--- config.mk ---
export PLATFORM = sky130hd
export DESIGN_NAME = keyframe_aware_frame_queue
export DESIGN_NICKNAME = d
export VERILOG_FILES = /design/src/sv/kafq_pkg.sv /design/src/sv/kafq_ctrl.sv /design/src/sv/kafq_dp.sv /design/src/sv/keyframe_aware_frame_queue.sv
export SDC_FILE = /design/constraint.sdc
export NUM_CORES = 2
export LEC_CHECK = 0
export BUFFER_PORTS_ARGS = -buffer_cell sky130_fd_sc_hd__buf_4
export CAP_MARGIN = 10
export CORE_MARGIN = 2
export CORE_UTILIZATION = 30
export CTS_BUF_LIST = sky130_fd_sc_hd__clkbuf_16
export DETAILED_ROUTE_END_ITERATION = 16
export HOLD_SLACK_MARGIN = 0.15
export PLACE_DENSITY = 0.55
export SKIP_CTS_REPAIR_TIMING = 1
export SLEW_MARGIN = 20
export SYNTH_ARGS = -nofsm -noshare
export SYNTH_HDL_FRONTEND = slang
export SYNTH_SLANG_ARGS = --single-unit
export TNS_END_PERCENT = 10
--- constraint.sdc ---
create_clock -name i_clk -period 11.72 [get_ports i_clk]
set_clock_uncertainty 0.1 [all_clocks]
set_input_delay 3.516 -clock i_clk [delete_from_list [all_inputs] [get_ports i_clk]]
set_output_delay 3.516 -clock i_clk [all_outputs]
set_load 0.02 [all_outputs]
--- src/sv/kafq_pkg.sv ---
`timescale 1ns / 1ps
`default_nettype none
// ----------------------------------------------------------------------------
// kafq_pkg
// Shared types, codes and helpers of the keyframe-aware frame queue.
// ----------------------------------------------------------------------------
package kafq_pkg;

    localparam int KAFQ_DEPTH      = 16;
    localparam int BURST_THRESHOLD = 4;
    localparam int BURST_LONG      = 3;
    localparam int BURST_SHORT     = 2;
    localparam int IN_DATA_W       = 120;
    localparam int OUT_DATA_W      = 88;

    localparam logic [1:0] KIND_ENQ   = 2'd0;
    localparam logic [1:0] KIND_SEND  = 2'd1;
    localparam logic [1:0] KIND_FLUSH = 2'd2;

    localparam logic [2:0] ST_QUEUED     = 3'd0;
    localparam logic [2:0] ST_NOT_EN     = 3'd1;
    localparam logic [2:0] ST_STALE      = 3'd2;
    localparam logic [2:0] ST_KEY_FLUSH  = 3'd3;
    localparam logic [2:0] ST_AGE_PURGE  = 3'd4;
    localparam logic [2:0] ST_NONKEY_DRP = 3'd5;
    localparam logic [2:0] ST_REJECTED   = 3'd6;

    localparam logic RK_STATUS = 1'b0;
    localparam logic RK_SEND   = 1'b1;

    localparam logic REG_QUEUE_LIMIT = 1'b0;
    localparam logic REG_MAX_AGE     = 1'b1;

    typedef enum logic [3:0] {
        S_IDLE,
        S_DECODE,
        S_PURGE_RD,
        S_PURGE_CHK,
        S_CHECK,
        S_SCAN_RD,
        S_SCAN_CHK,
        S_SHIFT_RD,
        S_SHIFT_WR,
        S_FINISH,
        S_EMIT,
        S_POP_RD,
        S_POP_EMIT
    } t_state;

    typedef enum logic [1:0] {
        RD_HEAD,
        RD_IDX,
        RD_NEXT
    } t_rd_sel;

    typedef struct packed {
        logic [15:0] handle;
        logic [47:0] ftime;
        logic        has_time;
        logic        key;
    } t_entry;

    typedef struct packed {
        logic       latch;
        logic       rd_en;
        t_rd_sel    rd_sel;
        logic       push;
        logic       clear_occ;
        logic       pop_head;
        logic       dec_occ;
        logic       wr_shift;
        logic       idx_clr;
        logic       idx_inc;
        logic       stale_inc;
        logic       full_inc;
        logic       out_load;
        logic       out_send;
        logic [2:0] out_status;
        logic       out_last;
    } t_cmd;

    typedef struct packed {
        logic [1:0] kind;
        logic       link;
        logic       has_ts;
        logic       item_stale;
        logic       is_key;
        logic       occ_zero;
        logic       occ_one;
        logic       occ_lt_lim;
        logic       occ_ge_burst;
        logic       rd_stale;
        logic       rd_key;
        logic       idx_at_end;
        logic       next_at_end;
        logic       out_free;
    } t_stat;

    // Signed 49-bit age difference; a timestamp in the future is never stale.
    function automatic logic is_stale(input logic [47:0] now, input logic [47:0] t,
                                      input logic [15:0] max_age);
        logic [48:0] d;
        d = {1'b0, now} - {1'b0, t};
        return !d[48] && (d[47:0] > {32'd0, max_age});
    endfunction

endpackage
`default_nettype wire

--- src/sv/kafq_ctrl.sv ---
`timescale 1ns / 1ps
`default_nettype none
// ----------------------------------------------------------------------------
// kafq_ctrl
// Sequencer for enqueue, purge, scan/shift, send bursts and result beats.
// ----------------------------------------------------------------------------
module kafq_ctrl (
    input  wire            i_clk,
    input  wire            i_rst_n,
    input  wire            s_tvalid,
    output logic           s_tready,
    input  kafq_pkg::t_stat i_stat,
    output kafq_pkg::t_cmd  o_cmd
);
    import kafq_pkg::*;

    t_state     r_state, n_state;
    logic [1:0] r_left, n_left;
    logic       r_purged, n_purged;
    logic       r_dropped, n_dropped;
    logic [2:0] r_status, n_status;

    always_ff @(posedge i_clk) begin
        if (!i_rst_n) begin
            r_state   <= S_IDLE;
            r_left    <= '0;
            r_purged  <= 1'b0;
            r_dropped <= 1'b0;
            r_status  <= ST_QUEUED;
        end else begin
            r_state   <= n_state;
            r_left    <= n_left;
            r_purged  <= n_purged;
            r_dropped <= n_dropped;
            r_status  <= n_status;
        end
    end

    always_comb begin
        n_state   = r_state;
        n_left    = r_left;
        n_purged  = r_purged;
        n_dropped = r_dropped;
        n_status  = r_status;
        o_cmd     = '0;
        o_cmd.rd_sel = RD_HEAD;
        s_tready  = 1'b0;
        unique case (r_state)
            S_IDLE: begin
                s_tready = 1'b1;
                if (s_tvalid) begin
                    o_cmd.latch = 1'b1;
                    n_state     = S_DECODE;
                end
            end
            S_DECODE: begin
                priority if (i_stat.kind == KIND_ENQ) begin
                    n_purged  = 1'b0;
                    n_dropped = 1'b0;
                    priority if (!i_stat.link) begin
                        n_status = ST_NOT_EN;
                        n_state  = S_EMIT;
                    end else if (i_stat.has_ts && i_stat.item_stale) begin
                        n_status = ST_STALE;
                        n_state  = S_EMIT;
                    end else if (i_stat.occ_lt_lim) begin
                        o_cmd.push = 1'b1;
                        n_status   = ST_QUEUED;
                        n_state    = S_EMIT;
                    end else if (i_stat.is_key) begin
                        o_cmd.clear_occ = 1'b1;
                        o_cmd.push      = 1'b1;
                        n_status        = ST_KEY_FLUSH;
                        n_state         = S_EMIT;
                    end else begin
                        n_state = S_PURGE_RD;
                    end
                end else if (i_stat.kind == KIND_SEND) begin
                    if (!i_stat.link || i_stat.occ_zero) begin
                        n_state = S_IDLE;
                    end else begin
                        n_left  = i_stat.occ_ge_burst ? 2'(BURST_LONG) : 2'(BURST_SHORT);
                        n_state = S_POP_RD;
                    end
                end else if (i_stat.kind == KIND_FLUSH) begin
                    o_cmd.clear_occ = 1'b1;
                    n_state         = S_IDLE;
                end else begin
                    n_state = S_IDLE;
                end
            end
            S_PURGE_RD: begin
                if (i_stat.occ_zero) begin
                    n_state = S_CHECK;
                end else begin
                    o_cmd.rd_en  = 1'b1;
                    o_cmd.rd_sel = RD_HEAD;
                    n_state      = S_PURGE_CHK;
                end
            end
            S_PURGE_CHK: begin
                if (i_stat.rd_stale) begin
                    o_cmd.pop_head  = 1'b1;
                    o_cmd.stale_inc = 1'b1;
                    n_purged        = 1'b1;
                    n_state         = S_PURGE_RD;
                end else begin
                    n_state = S_CHECK;
                end
            end
            S_CHECK: begin
                if (i_stat.occ_lt_lim) begin
                    n_state = S_FINISH;
                end else begin
                    o_cmd.idx_clr = 1'b1;
                    n_state       = S_SCAN_RD;
                end
            end
            S_SCAN_RD: begin
                if (i_stat.idx_at_end) begin
                    n_state = S_FINISH;
                end else begin
                    o_cmd.rd_en  = 1'b1;
                    o_cmd.rd_sel = RD_IDX;
                    n_state      = S_SCAN_CHK;
                end
            end
            S_SCAN_CHK: begin
                if (!i_stat.rd_key) begin
                    o_cmd.full_inc = 1'b1;
                    n_dropped      = 1'b1;
                    n_state        = S_SHIFT_RD;
                end else begin
                    o_cmd.idx_inc = 1'b1;
                    n_state       = S_SCAN_RD;
                end
            end
            S_SHIFT_RD: begin
                if (i_stat.next_at_end) begin
                    o_cmd.dec_occ = 1'b1;
                    n_state       = S_FINISH;
                end else begin
                    o_cmd.rd_en  = 1'b1;
                    o_cmd.rd_sel = RD_NEXT;
                    n_state      = S_SHIFT_WR;
                end
            end
            S_SHIFT_WR: begin
                o_cmd.wr_shift = 1'b1;
                o_cmd.idx_inc  = 1'b1;
                n_state        = S_SHIFT_RD;
            end
            S_FINISH: begin
                if (i_stat.occ_lt_lim) begin
                    o_cmd.push = 1'b1;
                    n_status   = r_dropped ? ST_NONKEY_DRP :
                                 (r_purged ? ST_AGE_PURGE : ST_QUEUED);
                end else begin
                    n_status = ST_REJECTED;
                end
                n_state = S_EMIT;
            end
            S_EMIT: begin
                if (i_stat.out_free) begin
                    o_cmd.out_load   = 1'b1;
                    o_cmd.out_send   = RK_STATUS;
                    o_cmd.out_status = r_status;
                    o_cmd.out_last   = 1'b1;
                    n_state          = S_IDLE;
                end
            end
            S_POP_RD: begin
                if (r_left == 2'd0 || i_stat.occ_zero) begin
                    n_state = S_IDLE;
                end else begin
                    o_cmd.rd_en  = 1'b1;
                    o_cmd.rd_sel = RD_HEAD;
                    n_state      = S_POP_EMIT;
                end
            end
            S_POP_EMIT: begin
                if (i_stat.out_free) begin
                    o_cmd.out_load   = 1'b1;
                    o_cmd.out_send   = RK_SEND;
                    o_cmd.out_status = ST_QUEUED;
                    o_cmd.out_last   = (r_left == 2'd1) || i_stat.occ_one;
                    o_cmd.pop_head   = 1'b1;
                    n_left           = r_left - 2'd1;
                    n_state          = S_POP_RD;
                end
            end
            default: n_state = S_IDLE;
        endcase
    end

endmodule
`default_nettype wire

--- src/sv/kafq_dp.sv ---
`timescale 1ns / 1ps
`default_nettype none
// ----------------------------------------------------------------------------
// kafq_dp
// Descriptor ring memory, pointers, drop counters and the result register.
// ----------------------------------------------------------------------------
module kafq_dp #(
    parameter int QUEUE_DEPTH = kafq_pkg::KAFQ_DEPTH,
    parameter int CW          = $clog2(QUEUE_DEPTH + 1)
) (
    input  wire                               i_clk,
    input  wire                               i_rst_n,
    input  kafq_pkg::t_cmd                    i_cmd,
    input  wire [1:0]                         s_tuser,
    input  wire [kafq_pkg::IN_DATA_W-1:0]     s_tdata,
    input  wire [4:0]                         i_queue_limit,
    input  wire [15:0]                        i_max_age,
    input  wire                               m_tready,
    output logic                              m_tvalid,
    output logic [kafq_pkg::OUT_DATA_W-1:0]   m_tdata,
    output logic                              m_tuser,
    output logic                              m_tlast,
    output kafq_pkg::t_stat                   o_stat,
    output logic [CW-1:0]                     o_occ
);
    import kafq_pkg::*;

    localparam int AW = $clog2(QUEUE_DEPTH);
    localparam int SW = CW + 1;

    t_entry      r_mem [QUEUE_DEPTH];
    t_entry      r_rd;
    logic [1:0]  r_kind;
    logic        r_link;
    logic [15:0] r_handle;
    logic        r_has_ts;
    logic [47:0] r_time;
    logic        r_key;
    logic [47:0] r_now;
    logic [AW-1:0] r_head;
    logic [CW-1:0] r_occ, r_idx;
    logic [31:0] r_stale_cnt, r_full_cnt;

    logic        r_o_valid, r_o_kind, r_o_key, r_o_last;
    logic [2:0]  r_o_status;
    logic [15:0] r_o_handle;
    logic [31:0] r_o_stale, r_o_full;

    logic [CW-1:0] w_lim, w_rd_off, w_wr_off;
    logic [AW-1:0] w_rd_addr, w_wr_addr;
    logic          w_wr_en;
    t_entry        w_wr_data;

    function automatic logic [AW-1:0] ring_addr(input logic [AW-1:0] head,
                                                input logic [CW-1:0] off);
        logic [SW-1:0] s;
        s = SW'(head) + SW'(off);
        if (s >= SW'(QUEUE_DEPTH)) s = s - SW'(QUEUE_DEPTH);
        return s[AW-1:0];
    endfunction

    always_comb begin
        if (i_queue_limit == 5'd0)                 w_lim = CW'(1);
        else if (32'(i_queue_limit) > QUEUE_DEPTH) w_lim = CW'(QUEUE_DEPTH);
        else                                       w_lim = CW'(i_queue_limit);
    end

    always_comb begin
        unique case (i_cmd.rd_sel)
            RD_HEAD: w_rd_off = '0;
            RD_IDX:  w_rd_off = r_idx;
            RD_NEXT: w_rd_off = r_idx + CW'(1);
            default: w_rd_off = '0;
        endcase
        w_rd_addr = ring_addr(r_head, w_rd_off);
        w_wr_off  = i_cmd.wr_shift ? r_idx : (i_cmd.clear_occ ? '0 : r_occ);
        w_wr_addr = ring_addr(r_head, w_wr_off);
        w_wr_en   = i_cmd.push || i_cmd.wr_shift;
        w_wr_data = i_cmd.wr_shift ? r_rd : '{r_handle, r_time, r_has_ts, r_key};
    end

    always_ff @(posedge i_clk) begin
        if (w_wr_en) r_mem[w_wr_addr] <= w_wr_data;
        if (i_cmd.rd_en) r_rd <= r_mem[w_rd_addr];
    end

    // item latch: link[0] handle[16:1] ts[17] time[65:18] key[66] now[114:67]
    always_ff @(posedge i_clk) begin
        if (i_cmd.latch) begin
            r_kind   <= s_tuser;
            r_link   <= s_tdata[0];
            r_handle <= s_tdata[16:1];
            r_has_ts <= s_tdata[17];
            r_time   <= s_tdata[65:18];
            r_key    <= s_tdata[66];
            r_now    <= s_tdata[114:67];
        end
    end

    always_ff @(posedge i_clk) begin
        if (!i_rst_n) begin
            r_head      <= '0;
            r_occ       <= '0;
            r_idx       <= '0;
            r_stale_cnt <= '0;
            r_full_cnt  <= '0;
        end else begin
            if (i_cmd.pop_head)
                r_head <= (r_head == AW'(QUEUE_DEPTH - 1)) ? '0 : r_head + AW'(1);
            priority if (i_cmd.push && i_cmd.clear_occ) r_occ <= CW'(1);
            else if (i_cmd.clear_occ)                  r_occ <= '0;
            else if (i_cmd.push)                       r_occ <= r_occ + CW'(1);
            else if (i_cmd.pop_head || i_cmd.dec_occ)  r_occ <= r_occ - CW'(1);
            if (i_cmd.idx_clr)      r_idx <= '0;
            else if (i_cmd.idx_inc) r_idx <= r_idx + CW'(1);
            if (i_cmd.stale_inc) r_stale_cnt <= r_stale_cnt + 32'd1;
            if (i_cmd.full_inc)  r_full_cnt  <= r_full_cnt + 32'd1;
        end
    end

    always_ff @(posedge i_clk) begin
        if (!i_rst_n) begin
            r_o_valid <= 1'b0;
        end else if (i_cmd.out_load) begin
            r_o_valid <= 1'b1;
        end else if (m_tready) begin
            r_o_valid <= 1'b0;
        end
    end

    // counters are captured with the beat; the next item may bump them while it waits
    always_ff @(posedge i_clk) begin
        if (i_cmd.out_load) begin
            r_o_kind   <= i_cmd.out_send;
            r_o_status <= i_cmd.out_status;
            r_o_handle <= i_cmd.out_send ? r_rd.handle : 16'd0;
            r_o_key    <= i_cmd.out_send ? r_rd.key : 1'b0;
            r_o_last   <= i_cmd.out_last;
            r_o_stale  <= r_stale_cnt;
            r_o_full   <= r_full_cnt;
        end
    end

    assign m_tvalid = r_o_valid;
    assign m_tuser  = r_o_kind;
    assign m_tlast  = r_o_last;
    assign m_tdata  = {4'd0, r_o_full, r_o_stale, r_o_key, r_o_handle, r_o_status};
    assign o_occ    = r_occ;

    always_comb begin
        o_stat.kind         = r_kind;
        o_stat.link         = r_link;
        o_stat.has_ts       = r_has_ts;
        o_stat.item_stale   = is_stale(r_now, r_time, i_max_age);
        o_stat.is_key       = r_key;
        o_stat.occ_zero     = (r_occ == '0);
        o_stat.occ_one      = (r_occ == CW'(1));
        o_stat.occ_lt_lim   = (r_occ < w_lim);
        o_stat.occ_ge_burst = (32'(r_occ) >= BURST_THRESHOLD);
        o_stat.rd_stale     = r_rd.has_time && is_stale(r_now, r_rd.ftime, i_max_age);
        o_stat.rd_key       = r_rd.key;
        o_stat.idx_at_end   = (r_idx == r_occ);
        o_stat.next_at_end  = (SW'(r_idx) + SW'(1) >= SW'(r_occ));
        o_stat.out_free     = !r_o_valid || m_tready;
    end

endmodule
`default_nettype wire

--- src/sv/keyframe_aware_frame_queue.sv ---
`timescale 1ns / 1ps
`default_nettype none
// ----------------------------------------------------------------------------
// keyframe_aware_frame_queue
// Bounded queue of frame descriptors with a key-frame drop policy.
// ----------------------------------------------------------------------------
// Input beats (s_*): tuser = kind (enqueue, send tick, flush); tdata = frame
// descriptor plus current time. One item is worked on at a time; s_tready is
// high only while the sequencer is idle.
// Output beats (m_*): tuser = result kind, tlast = last result of the item.
// An enqueue gives one status beat, a send tick up to three frame beats,
// flush gives none. The result register holds a beat until m_tready.
// Steps per item (one memory port each way): a full non-key enqueue purges
// stale heads, then scans the entries and shifts out the first non-key one;
// a send tick pops frames from the head, or does nothing when the link is
// down or the queue is empty. Reset empties the queue and clears both drop
// counters; the ring memory needs no clearing. Register writes go through
// the APB port; the user is to make them only while idle, as the block
// itself does not enforce it.
// ----------------------------------------------------------------------------
module keyframe_aware_frame_queue #(
    parameter int QUEUE_DEPTH = kafq_pkg::KAFQ_DEPTH
) (
    input  wire                               i_clk,
    input  wire                               i_rst_n,
    input  wire                               s_tvalid,
    output logic                              s_tready,
    // link[0] handle[16:1] has_timestamp[17] frame_time[65:18] is_key[66] now_ms[114:67]
    input  wire [kafq_pkg::IN_DATA_W-1:0]     s_tdata,
    // kind[1:0]
    input  wire [1:0]                         s_tuser,
    output logic                              m_tvalid,
    input  wire                               m_tready,
    // status[2:0] out_handle[18:3] out_key[19] stale_drops[51:20] full_drops[83:52]
    output logic [kafq_pkg::OUT_DATA_W-1:0]   m_tdata,
    // result_kind[0]
    output logic                              m_tuser,
    output logic                              m_tlast,
    input  wire                               psel,
    input  wire                               penable,
    input  wire                               pwrite,
    input  wire [2:0]                         paddr,
    input  wire [31:0]                        pwdata,
    output logic [31:0]                       prdata,
    output logic                              pready
);
    import kafq_pkg::*;

    localparam int CW = $clog2(QUEUE_DEPTH + 1);

    logic [4:0]    r_queue_limit;
    logic [15:0]   r_max_age;
    t_cmd          w_cmd;
    t_stat         w_stat;
    logic [CW-1:0] w_occ;
    logic          w_cfg_wr;

    assign pready   = 1'b1;
    assign w_cfg_wr = psel && penable && pwrite;

    always_ff @(posedge i_clk) begin
        if (!i_rst_n) begin
            r_queue_limit <= 5'd16;
            r_max_age     <= 16'd500;
        end else if (w_cfg_wr) begin
            if (paddr[2] == REG_QUEUE_LIMIT) r_queue_limit <= pwdata[4:0];
            else                             r_max_age     <= pwdata[15:0];
        end
    end

    assign prdata = (paddr[2] == REG_MAX_AGE) ? {16'd0, r_max_age} : {27'd0, r_queue_limit};

    kafq_ctrl u_ctrl (
        .i_clk    (i_clk),
        .i_rst_n  (i_rst_n),
        .s_tvalid (s_tvalid),
        .s_tready (s_tready),
        .i_stat   (w_stat),
        .o_cmd    (w_cmd)
    );

    kafq_dp #(
        .QUEUE_DEPTH (QUEUE_DEPTH),
        .CW          (CW)
    ) u_dp (
        .i_clk         (i_clk),
        .i_rst_n       (i_rst_n),
        .i_cmd         (w_cmd),
        .s_tuser       (s_tuser),
        .s_tdata       (s_tdata),
        .i_queue_limit (r_queue_limit),
        .i_max_age     (r_max_age),
        .m_tready      (m_tready),
        .m_tvalid      (m_tvalid),
        .m_tdata       (m_tdata),
        .m_tuser       (m_tuser),
        .m_tlast       (m_tlast),
        .o_stat        (w_stat),
        .o_occ         (w_occ)
    );

    a_occ_bound: assert property (@(posedge i_clk) disable iff (!i_rst_n)
        32'(w_occ) <= QUEUE_DEPTH)
        else $error("occupancy above depth");

    a_push_room: assert property (@(posedge i_clk) disable iff (!i_rst_n)
        w_cmd.push |-> (w_stat.occ_lt_lim || w_cmd.clear_occ))
        else $error("push into full queue");

    a_pop_nonempty: assert property (@(posedge i_clk) disable iff (!i_rst_n)
        (w_cmd.pop_head || w_cmd.dec_occ) |-> !w_stat.occ_zero)
        else $error("removal from empty queue");

    a_load_free: assert property (@(posedge i_clk) disable iff (!i_rst_n)
        w_cmd.out_load |-> w_stat.out_free)
        else $error("result register overwritten");

endmodule
`default_nettype wire
==> flow_summary_export.csv <==
group,metric,value,unit
outcome,outcome,"finished clean",
grt,global_route.overflow_total,0,
pwr,power.density,161,nW/um^2
die,ios,289,
grt,grtUsageTotal,16.7,%
worst_setup_path,required,12.03,ns
grt,grt_pass1_wl,258,mm
route,vias_per_cell,5.10,
yosys,synth.cell_area,62500,um^2
worst_hold_path,hold-path-cell-count,0,
route,ant_nets,0,
grt,grt_max_degree,90,
worst_setup_path,crit_top_cell,"a21oi_1",
sta,hold_viol_final,0,
placed_design,dp_hpwl,108,mm
yosys,synthSimpleGateAreaFrac,6.92,%
die,dieHeight,460,um
worst_setup_path,cp_slowest_stage_delay,0.76,ns
yosys,synth_ff_type,"edfxtp_1",
sta,tns,0,ns
route,first_iter_violations,3980,
finish,drive_gt1_share,21.3,%
worst_setup_path,slowest_stage,"buf_4",
yosys,ys_seq_area_share,67.2,%
yosys,synthArstFlopShare,0,%
sta,slew_violations,0,
pwr,power,11.7,mW
clocking,numCtsBuffers,156,
worst_setup_path,worstSetupStartpoint,"u_dp.r_time[0]",
yosys,synth_top_family_by_area,"multiplexers",
yosys,synth_compound_area_share,6.36,%
finish,final_util,35.3,%
die,die-area,212000,um^2
worst_setup_path,critPathMaxFanout,37,
clocking,path_clk_slew,0.06,ns
placed_design,gp_congestion,0.946,
finish,layout.nets,4588,
yosys,synthMuxAreaShare,12.3,%
worst_setup_path,timing.rr.start,"u_dp.r_time[0]",
worst_setup_path,crit_type,"register to register",
worst_setup_path,reg2reg_depth,28,
route,vias,36600,
sta,rsz0062_at_grt,"no",
yosys,synth_fa_ha_area_share,3.23,%
worst_hold_path,min-delay-start,"u_dp.r_stale_cnt[31]",
route,wl_per_cell,25.0,um
sta,setup_violations,0,
die,dieWidth,460,um
yosys,yosysWarnings,0,
die,initial_utilization,30.2,%
finish,area_growth,17.0,%
placed_design,io_buffers,244,
worst_setup_path,cp.arrival,8.83,ns
yosys,syn-mean-instance-area,15.8,um^2
die,core_area,207000,um^2
clocking,cts-root-buf,"clkbuf_16",
yosys,syn_inst,3951,
route,dr.pass1.iters,8,
clocking,cts_sinks,1436,
worst_setup_path,worst_setup_path_end_kind,"register",
clocking,cts_tree,"built",
sta,min_period,8.52,ns
job,max_cap_viol_count,0,
grt,antenna_found_initial,14,
sta,period_share,72.7,%
die,rows,167,
sta,slew_headroom,28.5,%
grt,grt_pass1_vias,36400,
pwr,cellLeakagePower,24.3,nW
yosys,synth-edff-count,1325,
pwr,peakVddDrop,0.000160,V
sta,tightest_slew,1.06,ns
worst_hold_path,hold_class,"register to register",
clocking,cts.path.max_buffers,3,
yosys,ys_seq_elements,1436,
clocking,ctsHtreeMaxLevel,4,
clocking,clkLatencyLatePin,0.81,ns
route,wl,179,mm
route,drcViolationCount,0,
sta,max_freq,0.117,GHz
worst_setup_path,startpoint_type,"register",
yosys,synth.distinct_cells,85,
yosys,synth-xor-area-share,1.57,%
==> placed cells by master (no fill, tap or decap), drive strengths merged, types with 61 or more instances in the layout <==
cell / n
dfxtp: 111
inv: 205
o21ai: 178
nand2: 306
edfxtp: 1325
nand4: 61
mux4: 330
ha: 155
nor2: 177
clkbuf: 161
buf: 336
a21oi: 199
==> Yosys cell counts (all sizes together) (6+ instances only) <==
library cell,n,area share (%)
a2111oi,9,0.13
a211oi,20,0.24
a21boi,7,0.084
a21o,37,0.44
a21oi,199,1.6
a31oi,20,0.22
and2,26,0.26
and3,42,0.42
and4,17,0.24
buf,69,0.59
clkbuf,130,0.78
dfxtp,111,3.6
edfxtp,1325,64
ha,155,3.1
inv,161,0.97
mux2,8,0.14
mux2i,19,0.30
mux4,330,12
nand2,306,1.8
nand2b,30,0.30
nand3,58,0.46
nand3b,8,0.096
nand4,61,0.61
nor2,177,1.1
nor2b,17,0.17
nor3,58,0.46
nor4,29,0.29
o211ai,36,0.43
o21a,24,0.29
o21ai,178,1.4
o21bai,13,0.16
o22ai,8,0.080
o31a,7,0.11
o31ai,10,0.12
or2,6,0.060
or3,37,0.37
or4,6,0.078
xnor2,59,0.84
xor2,51,0.73
==> final timing paths <==
path	slack, ns	end
hold / removal	0.35	u_dp.r_o_stale[31]
setup / recovery	3.20	u_dp.r_mem[12][44]
setup reg to reg	3.20	u_dp.r_mem[12][44]
hold reg to reg	0.35	u_dp.r_o_stale[31]
==> kinds of logic after synthesis <==
logic type | count (synthesis)
other | 2
and+or+nand+nor | 892
adders and majority gates | 159
AOI/OAI and AO/OA | 635
buffers and inverters | 360
muxes | 357
xor gates and xnor gates | 110
DFF | 1436
==> layer usage <==
metal	track usage [%]	share of wire, %	vias up
met1	23.7	45	18900
li1	-	-	16200
met3	2.53	5.8	267
met5	0	0	-
met2	25.9	46	1249
met4	6.37	3.8	0
==> flip-flops by register name, summed over array words and instances (netlist names), 32 cells and up <==
| name | cells |
|---|---|
| u_dp.r_o_stale | 32 |
| u_dp.r_now | 48 |
| u_dp.r_stale_cnt | 32 |
| u_dp.r_full_cnt | 32 |
| u_dp.r_mem | 1056 |
| u_dp.r_time | 48 |
| u_dp.r_o_full | 32 |
| u_dp.r_rd | 65 |
==> final cells by class <==
type                            count  area [um^2]
Timing Repair Buffer              336         2760
Multi-Input combinational cell   2174        19200
Clock inverter                    112          970
Sequential cell                  1436        42000
Tap cell                         2788         3490
Clock buffer                      161         4030
Fill cell                       19600       134000
Inverter                          161          607
Antenna cell                        6         15.0
==> through the flow <==
step	std cells	cell area [um^2]	hold slack [ns]	setup slack (ns)
2_1_floorplan	3970	62600	0.317	-0.776
3_3_place_gp	6895	68100	0.338	3.14
3_5_place_dp	6895	68100	0.343	3.21
4_1_cts	7168	73100	0.358	3.11
5_1_grt	7170	73100	0.379	2.69
6_report	7174	73100	0.353	3.20
==> report_power, final <==
part / leakage [nW] / internal (mW) / switching, mW
clock network: 2.56 / 2.78 / 2.06
logic: 8.78 / 0.360 / 0.732
registers: 12.9 / 5.75 / 0.0501
total: 24.3 / 8.90 / 2.84
==> worst max-delay path, delay by kind of cell (launching register included) <==
kind                       cells  cell delay, ns
AOI/OAI and AO/OA             12            2.68
and+or+nand+nor                7            1.63
adders and majority gates      4            1.24
buffers and inverters          2            1.19
xor gates and xnor gates       3            0.79
DFF                            1            0.41
No activity file was read; power rests on OpenSTA's default activity.
